--- src/prq_pkg.sv ---
// ----------------------------------------------------------------------------
// Priority ready queue package
// Command and result types, operation and status codes, and sequencer states.
// ----------------------------------------------------------------------------
package prq_pkg;

    localparam int ID_WIDTH       = 8;
    localparam int PRIO_FIELD_W   = 16;
    localparam int OCC_WIDTH      = 5;

    typedef enum logic [1:0] {
        FUNC_APPEND = 2'd0,
        FUNC_SORTED = 2'd1,
        FUNC_HEAD   = 2'd2,
        FUNC_POP    = 2'd3
    } prq_func_t;

    typedef enum logic [1:0] {
        STATUS_OK    = 2'd0,
        STATUS_EMPTY = 2'd1,
        STATUS_FULL  = 2'd2
    } prq_status_t;

    typedef struct packed {
        prq_func_t                 func;
        logic [ID_WIDTH-1:0]       entry_id;
        logic [PRIO_FIELD_W-1:0]   priority_req;
    } prq_req_t;

    typedef struct packed {
        logic                      out_valid;
        logic [ID_WIDTH-1:0]       out_entry_id;
        logic [PRIO_FIELD_W-1:0]   out_priority;
        prq_status_t               status;
        logic [OCC_WIDTH-1:0]      occupancy;
    } prq_rsp_t;

    typedef enum logic [2:0] {
        ST_IDLE,
        ST_DISPATCH,
        ST_POP,
        ST_SCAN,
        ST_PLACE,
        ST_RESP
    } prq_state_t;

endpackage

--- src/prq_ram.sv ---
// ----------------------------------------------------------------------------
// Priority ready queue entry memory
// Simple dual-port memory with one write port and one registered read port.
// ----------------------------------------------------------------------------
module prq_ram #(
    parameter int DEPTH = 16,
    parameter int WIDTH = 24
) (
    input  logic                     clk,
    input  logic                     we,
    input  logic [$clog2(DEPTH)-1:0] waddr,
    input  logic [WIDTH-1:0]         wdata,
    input  logic [$clog2(DEPTH)-1:0] raddr,
    output logic [WIDTH-1:0]         rdata
);

    logic [WIDTH-1:0] mem [DEPTH];
    logic [WIDTH-1:0] rdata_reg;

    always_ff @(posedge clk)
    begin
        if (we)
        begin
            mem[waddr] <= wdata;
        end
    end

    always_ff @(posedge clk)
    begin
        rdata_reg <= mem[raddr];
    end

    assign rdata = rdata_reg;

endmodule

--- src/priority_ready_queue.sv ---
// ----------------------------------------------------------------------------
// Priority ready queue
// Bounded ready queue of process entries held in a circular entry memory.
// ----------------------------------------------------------------------------
// A command transfer takes place at a rising edge where start is high and
// busy is low. The command selects append at the tail, stable insert by
// ascending priority, insert at the head, or removal of the head.
// Every command yields exactly one result transfer, shown on rsp for one
// cycle while done is high; busy falls in the cycle after done.
// Entries live in one memory used as a ring with a head pointer and a count.
// Tail and head inserts, dropped inserts and removals from an empty queue
// pass from the dispatch state straight to the result state.
// A removal adds a pop state because it waits on the memory read of the head.
// A sorted insert reads one entry per cycle from the head and moves each
// entry with a lower or equal key one slot toward the head, then writes the
// new entry in a place state; it reads from 1 entry up to the count.
// Reset empties the queue at once; memory contents need no clearing.
// Results cannot be held off by the receiver, so the queue never stalls.
module priority_ready_queue #(
    parameter int DEPTH          = 16,
    parameter int PRIORITY_WIDTH = 16
) (
    input  logic             clk,
    input  logic             rst_n,
    input  logic             start,
    output logic             busy,
    input  prq_pkg::prq_req_t req,
    output logic             done,
    output prq_pkg::prq_rsp_t rsp
);

    localparam int AW   = $clog2(DEPTH);
    localparam int CW   = $clog2(DEPTH + 1);
    localparam int SW   = CW + 1;
    localparam int KW   = PRIORITY_WIDTH;
    localparam int IW   = prq_pkg::ID_WIDTH;
    localparam int EW   = IW + KW;
    localparam int OccW = prq_pkg::OCC_WIDTH;
    localparam int PrW  = prq_pkg::PRIO_FIELD_W;

    function automatic logic [AW-1:0] ptr_inc(input logic [AW-1:0] p);
        return (p == AW'(DEPTH - 1)) ? '0 : p + 1'b1;
    endfunction

    function automatic logic [AW-1:0] ptr_dec(input logic [AW-1:0] p);
        return (p == '0) ? AW'(DEPTH - 1) : p - 1'b1;
    endfunction

    function automatic logic [AW-1:0] ptr_add(input logic [AW-1:0] p,
                                              input logic [CW-1:0] n);
        logic [SW-1:0] sum;
        sum = SW'(p) + SW'(n);
        if (sum >= SW'(DEPTH))
        begin
            sum = sum - SW'(DEPTH);
        end
        return AW'(sum);
    endfunction

    prq_pkg::prq_state_t state_reg, state_next;
    prq_pkg::prq_req_t   req_reg, req_next;
    prq_pkg::prq_rsp_t   rsp_reg, rsp_next;
    logic [AW-1:0]       head_reg, head_next;
    logic [CW-1:0]       count_reg, count_next;
    logic [AW-1:0]       ptr_reg, ptr_next;
    logic [CW-1:0]       scan_reg, scan_next;
    logic [AW-1:0]       place_reg, place_next;

    logic                ram_we;
    logic [AW-1:0]       ram_waddr;
    logic [EW-1:0]       ram_wdata;
    logic [AW-1:0]       ram_raddr;
    logic [EW-1:0]       ram_rdata;

    logic [KW-1:0]       new_key;
    logic [EW-1:0]       new_entry;
    logic [KW-1:0]       rd_key;
    logic [IW-1:0]       rd_id;
    logic                full;
    logic                empty;

    assign new_key   = KW'(req_reg.priority_req);
    assign new_entry = {req_reg.entry_id, new_key};
    assign rd_key    = ram_rdata[KW-1:0];
    assign rd_id     = ram_rdata[EW-1:KW];
    assign full      = (count_reg == CW'(DEPTH));
    assign empty     = (count_reg == '0);

    prq_ram #(
        .DEPTH (DEPTH),
        .WIDTH (EW)
    ) u_ram (
        .clk   (clk),
        .we    (ram_we),
        .waddr (ram_waddr),
        .wdata (ram_wdata),
        .raddr (ram_raddr),
        .rdata (ram_rdata)
    );

    always_ff @(posedge clk or negedge rst_n)
    begin
        if (!rst_n)
        begin
            state_reg <= prq_pkg::ST_IDLE;
            head_reg  <= '0;
            count_reg <= '0;
        end
        else
        begin
            state_reg <= state_next;
            head_reg  <= head_next;
            count_reg <= count_next;
        end
    end

    always_ff @(posedge clk)
    begin
        req_reg   <= req_next;
        rsp_reg   <= rsp_next;
        ptr_reg   <= ptr_next;
        scan_reg  <= scan_next;
        place_reg <= place_next;
    end

    always_comb
    begin
        state_next = state_reg;
        req_next   = req_reg;
        rsp_next   = rsp_reg;
        head_next  = head_reg;
        count_next = count_reg;
        ptr_next   = ptr_reg;
        scan_next  = scan_reg;
        place_next = place_reg;
        ram_we     = 1'b0;
        ram_waddr  = ptr_reg;
        ram_wdata  = new_entry;
        ram_raddr  = ptr_reg;

        case (state_reg)
            prq_pkg::ST_IDLE:
            begin
                if (start)
                begin
                    req_next   = req;
                    state_next = prq_pkg::ST_DISPATCH;
                end
            end

            prq_pkg::ST_DISPATCH:
            begin
                rsp_next           = '0;
                rsp_next.occupancy = OccW'(count_reg);
                state_next         = prq_pkg::ST_RESP;
                if (req_reg.func == prq_pkg::FUNC_POP)
                begin
                    if (empty)
                    begin
                        rsp_next.status = prq_pkg::STATUS_EMPTY;
                    end
                    else
                    begin
                        ram_raddr  = head_reg;
                        state_next = prq_pkg::ST_POP;
                    end
                end
                else if (full)
                begin
                    rsp_next.status = prq_pkg::STATUS_FULL;
                end
                else
                begin
                    case (req_reg.func)
                        prq_pkg::FUNC_APPEND:
                        begin
                            ram_we             = 1'b1;
                            ram_waddr          = ptr_add(head_reg, count_reg);
                            count_next         = count_reg + 1'b1;
                            rsp_next.occupancy = OccW'(count_reg + 1'b1);
                        end
                        prq_pkg::FUNC_HEAD:
                        begin
                            ram_we             = 1'b1;
                            ram_waddr          = ptr_dec(head_reg);
                            head_next          = ptr_dec(head_reg);
                            count_next         = count_reg + 1'b1;
                            rsp_next.occupancy = OccW'(count_reg + 1'b1);
                        end
                        prq_pkg::FUNC_SORTED:
                        begin
                            if (empty)
                            begin
                                ram_we             = 1'b1;
                                ram_waddr          = head_reg;
                                count_next         = count_reg + 1'b1;
                                rsp_next.occupancy = OccW'(count_reg + 1'b1);
                            end
                            else
                            begin
                                ram_raddr  = head_reg;
                                ptr_next   = head_reg;
                                scan_next  = '0;
                                state_next = prq_pkg::ST_SCAN;
                            end
                        end
                        default:
                        begin
                            state_next = prq_pkg::ST_IDLE;
                        end
                    endcase
                end
            end

            prq_pkg::ST_POP:
            begin
                rsp_next.out_valid    = 1'b1;
                rsp_next.out_entry_id = rd_id;
                rsp_next.out_priority = PrW'(rd_key);
                rsp_next.status       = prq_pkg::STATUS_OK;
                rsp_next.occupancy    = OccW'(count_reg - 1'b1);
                head_next             = ptr_inc(head_reg);
                count_next            = count_reg - 1'b1;
                state_next            = prq_pkg::ST_RESP;
            end

            prq_pkg::ST_SCAN:
            begin
                if (new_key < rd_key)
                begin
                    place_next = ptr_dec(ptr_reg);
                    state_next = prq_pkg::ST_PLACE;
                end
                else
                begin
                    ram_we    = 1'b1;
                    ram_waddr = ptr_dec(ptr_reg);
                    ram_wdata = ram_rdata;
                    if ((scan_reg + 1'b1) == count_reg)
                    begin
                        place_next = ptr_reg;
                        state_next = prq_pkg::ST_PLACE;
                    end
                    else
                    begin
                        ptr_next  = ptr_inc(ptr_reg);
                        ram_raddr = ptr_inc(ptr_reg);
                        scan_next = scan_reg + 1'b1;
                    end
                end
            end

            prq_pkg::ST_PLACE:
            begin
                ram_we             = 1'b1;
                ram_waddr          = place_reg;
                head_next          = ptr_dec(head_reg);
                count_next         = count_reg + 1'b1;
                rsp_next.status    = prq_pkg::STATUS_OK;
                rsp_next.occupancy = OccW'(count_reg + 1'b1);
                state_next         = prq_pkg::ST_RESP;
            end

            prq_pkg::ST_RESP:
            begin
                state_next = prq_pkg::ST_IDLE;
            end

            default:
            begin
                state_next = prq_pkg::ST_IDLE;
            end
        endcase
    end

    assign busy = (state_reg != prq_pkg::ST_IDLE);
    assign done = (state_reg == prq_pkg::ST_RESP);
    assign rsp  = rsp_reg;

endmodule

--- config.mk ---
export PLATFORM = sky130hd
export DESIGN_NAME = priority_ready_queue
export DESIGN_NICKNAME = d
export VERILOG_FILES = /design/src/prq_pkg.sv /design/src/prq_ram.sv /design/src/priority_ready_queue.sv
export SDC_FILE = /design/constraint.sdc
export NUM_CORES = 1
export LEC_CHECK = 0
export CORE_ASPECT_RATIO = 1.1
export CORE_UTILIZATION = 50
export CTS_CLUSTER_SIZE = 40
export DETAILED_ROUTE_END_ITERATION = 6
export DONT_BUFFER_PORTS = 1
export SLEW_MARGIN = 0
export SYNTH_ARGS = -nofsm -noshare
export SYNTH_HDL_FRONTEND = slang
export SYNTH_HIERARCHICAL = 1
export SYNTH_SLANG_ARGS = --single-unit
export TNS_END_PERCENT = 1
--- constraint.sdc ---
create_clock -name clk -period 6 [get_ports clk]
set_input_delay 0.6 -clock clk [delete_from_list [all_inputs] [get_ports clk]]
set_output_delay 0.6 -clock clk [all_outputs]
set_load 0.03 [all_outputs]
==> results.md <==
* Status: finished with violations
* Failing checks: design-rule violations
* Final setup violation count at 0
* Worst hold path class: input port to flip-flop
* Maximum VDD drop at 0.516 mV
* Post-synth top area share at 68.2%
* Synthesized cell area at 20,000 µm²
* Pleak at 7.40 nW
* # fillers at 3,006
* Post-synthesis adder-cell area fraction at 1.72%
* Critical Path Source: new_key[15]
* TNS Setup at 0 ns
* I/O Buffers at 0
* Critical Path Start Type: flip-flop
* Starting Density at 50.9%
* Number of global-route vias before repair at 10.6k
* Sequential fraction of the synthesis area at 72.1%
* Row cnt at 76
* WL/cell at 26.3 µm
* Max reg flops at 384
* Worst setup EP type: flip-flop
* Worst reg2reg startpoint: new_key[15]
* Crit path kind: flip-flop to flip-flop
* Yosys Warn Count at 6
* Detail Route Antenna Nets at 0
* Max-cap viol count at 0
* Die X-Extent at 193 µm
* Worst Path Max Fanout at 26
* CTS H-tree depth at 2
* Ys flop type: edfxtp_1
* Cts bufs inserted at 50
* Share of synthesized registers carrying an async set or reset at 2.44%
* Synth Area in Compound Gates at 5.86%
* Commonest cells in the netlist: edfxtp_1 (455), mux4_2 (96), nand2_1 (54), a22oi_1 (50), nor2_1 (49)
* Fmax at 0.201 GHz
* Largest net degree at the start of global routing at 59
* Synth Register Bits at 491
* Clk sink count at 491
* GRT overflow at 0
* Core Box Area at 39,400 µm²
* Initial antenna violation count at 2
* Syn Nets at 1,177
* Period minus WS final at 4.98 ns
* Reg2Reg Setup Slack at 1.02 ns
* Power Dens Cells at 590 nW/µm²
* GP Congestion at 0.871
* Largest family of logic cells by synthesized area: multiplexers
* Finished Cell Area at 22,500 µm²
* Worst slew margin at 28.6%
* GRT Total Usage at 23.0%
* Fin nets at 1,200
* Full die area at 40,900 µm²
* Number of gates resized after cts at 0
* Placed insts at 1,598
* Clk_lat worst skew at 0.60 ns
* Worst Tran Pin Value at 1.06 ns
* Worst EP required at 6.20 ns
* Final Non-Filler Cells at 1,694
* Final hold vios at 0
* Routed WL at 44,600 µm
* Largest area contributor in the netlist: edfxtp_1
* Final Skew at 0.0244 ns
* Reg-to-reg endpoint: u_ram/mem[3][20]
* Count of final max-slew check failures at 0
* Critical path destination: u_ram/mem[3][20]
* Post-synth EDFFs at 455
* Share of cells above drive strength 1 at 22.7%
* Post-synth cell types at 74
* First-pass DRT Iterations at 7
* # DRC at 36
* RSZ-0062 raised after global routing: no
* Most common cell in the netlist: edfxtp_1
* Root Driver: clkbuf_16
* Drt first-iter violations at 835
* Synth Area in XOR/XNOR at 0.968%
* CTS tree: built
* Vias/cell at 6.09
* Vias at 10.3k
* Synth area leaders: edfxtp_1 (68%), mux4_2 (11%), dfxtp_1 (2.4%), a22oi_1 (1.9%), ha_1 (1.6%)
* Io pins at 63
* Period utilization at 83.0%
* Area grow syn2layout at 12.5%
* Placed inst area at 20,800 µm²
* Clock buffer depth at 3
* Arrival @ worst endpoint at 5.18 ns
* Chip Height at 212 µm
* Post-synthesis mux area share at 12.5%
* FF-to-FF path depth at 10
* Global-route wire length before repair at 67,600 µm
* Synth Area in Simple Gates at 4.71%
* DP HPWL at 27,100 µm
* Clock transition at path regs at 0.06 ns
* Avg Cell Area, Syn at 17.9 µm²
* Post-Syn Instances at 1,121
## critical path, cell delays in order, from the launching register on
cell	delay, ns
edfxtp_1	0.40
ha_1	0.31
nand2_1	0.09
or3_1	0.50
or4_4	0.61
a31oi_4	0.48
buf_4	0.47
nor2_1	0.10
a211o_1	0.32
or3b_2	0.57
nor2_4	0.70
## what timing repair did
| item | in CTS | in global routing |
|---|---|---|
| buffers inserted | 0 | 0 |
| hold buffers | 1 | 0 |
| endpoints found under the hold margin | 12 | 0 |
## final cells by class
cell class              instances  area [µm²]  share of cell area, %
diodes                          2        5.00                 0.0222
clock buffers                  73        1470                   6.52
clock inverters                20         224                  0.994
inverters                      32         120                  0.533
multi-input cells             535        5320                   23.6
flip-flops and latches        491       14400                   64.1
well taps                     507         634                   2.82
repair buffers                 34         320                   1.42
## layout by cell type, fill, tap and decap left out, types with 11 or more instances in the layout
cell         n
a21oi_1     26
a22oi_1     50
and2_1      11
buf_4       28
clkbuf_1    11
clkbuf_16   51
clkbuf_8    11
dfrtp_1     12
dfxtp_1     24
edfxtp_1   455
ha_1        26
inv_1       29
mux2_2      28
mux4_2      96
nand2_1     54
nand3_1     11
nor2_1      36
nor2_4      12
nor3_1      25
o21ai_0     30
xnor2_1     14
## cells by family (layout without fill, tap and decap cells)
logic type / count (synthesis) / count (layout)
other: 0 / 2
DFF: 491 / 491
and+or+nand+nor: 194 / 194
AOI/OAI and AO/OA: 168 / 168
buffers and inverters: 95 / 159
muxes: 127 / 127
adders and majority gates: 27 / 27
xor gates and xnor gates: 19 / 19
## report_power, final
part | total [mW] | internal (mW) | switching, mW
Combinational | 4.87 | 1.97 | 2.90
Sequential | 5.26 | 4.72 | 0.544
Clock | 3.17 | 1.88 | 1.29
## per-layer routing
metal  vias to the layer above  GRT usage [%]  part of all wire [%]
li1                       4558              -                     -
met2                       304           36.6                    49
met5                         -              0                     0
met1                      5385           31.9                    43
met4                         0           8.17                   2.6
met3                        66           3.98                   5.3
## worst min path at each step
stage             from       endpoint  depth (start not counted)  slack (ns)
2_1_floorplan    rst_n   count_reg[0]                          0        0.30
3_3_place_gp     rst_n   count_reg[0]                          0        0.31
3_5_place_dp     rst_n   count_reg[0]                          0        0.31
4_1_cts        req[18]  new_entry[18]                          0        0.06
5_1_grt        req[22]  new_entry[22]                          0        0.07
6_report       req[22]  new_entry[22]                          0         0.1
## metrics by stage
step | worst slack (ns) | power (mW) | hold slack, ns | utilization (%)
2_1_floorplan | 0.920 | 8.75 | 0.304 | -
3_3_place_gp | 1.08 | 10.2 | 0.306 | 52.9
3_5_place_dp | 1.01 | 10.3 | 0.306 | 52.9
4_1_cts | 0.983 | 13.4 | 0.0649 | 57.2
5_1_grt | 0.724 | 14.0 | 0.0740 | 57.2
6_report | 1.02 | 13.3 | 0.0979 | 57.2
(Power assumes the default switching activity.)
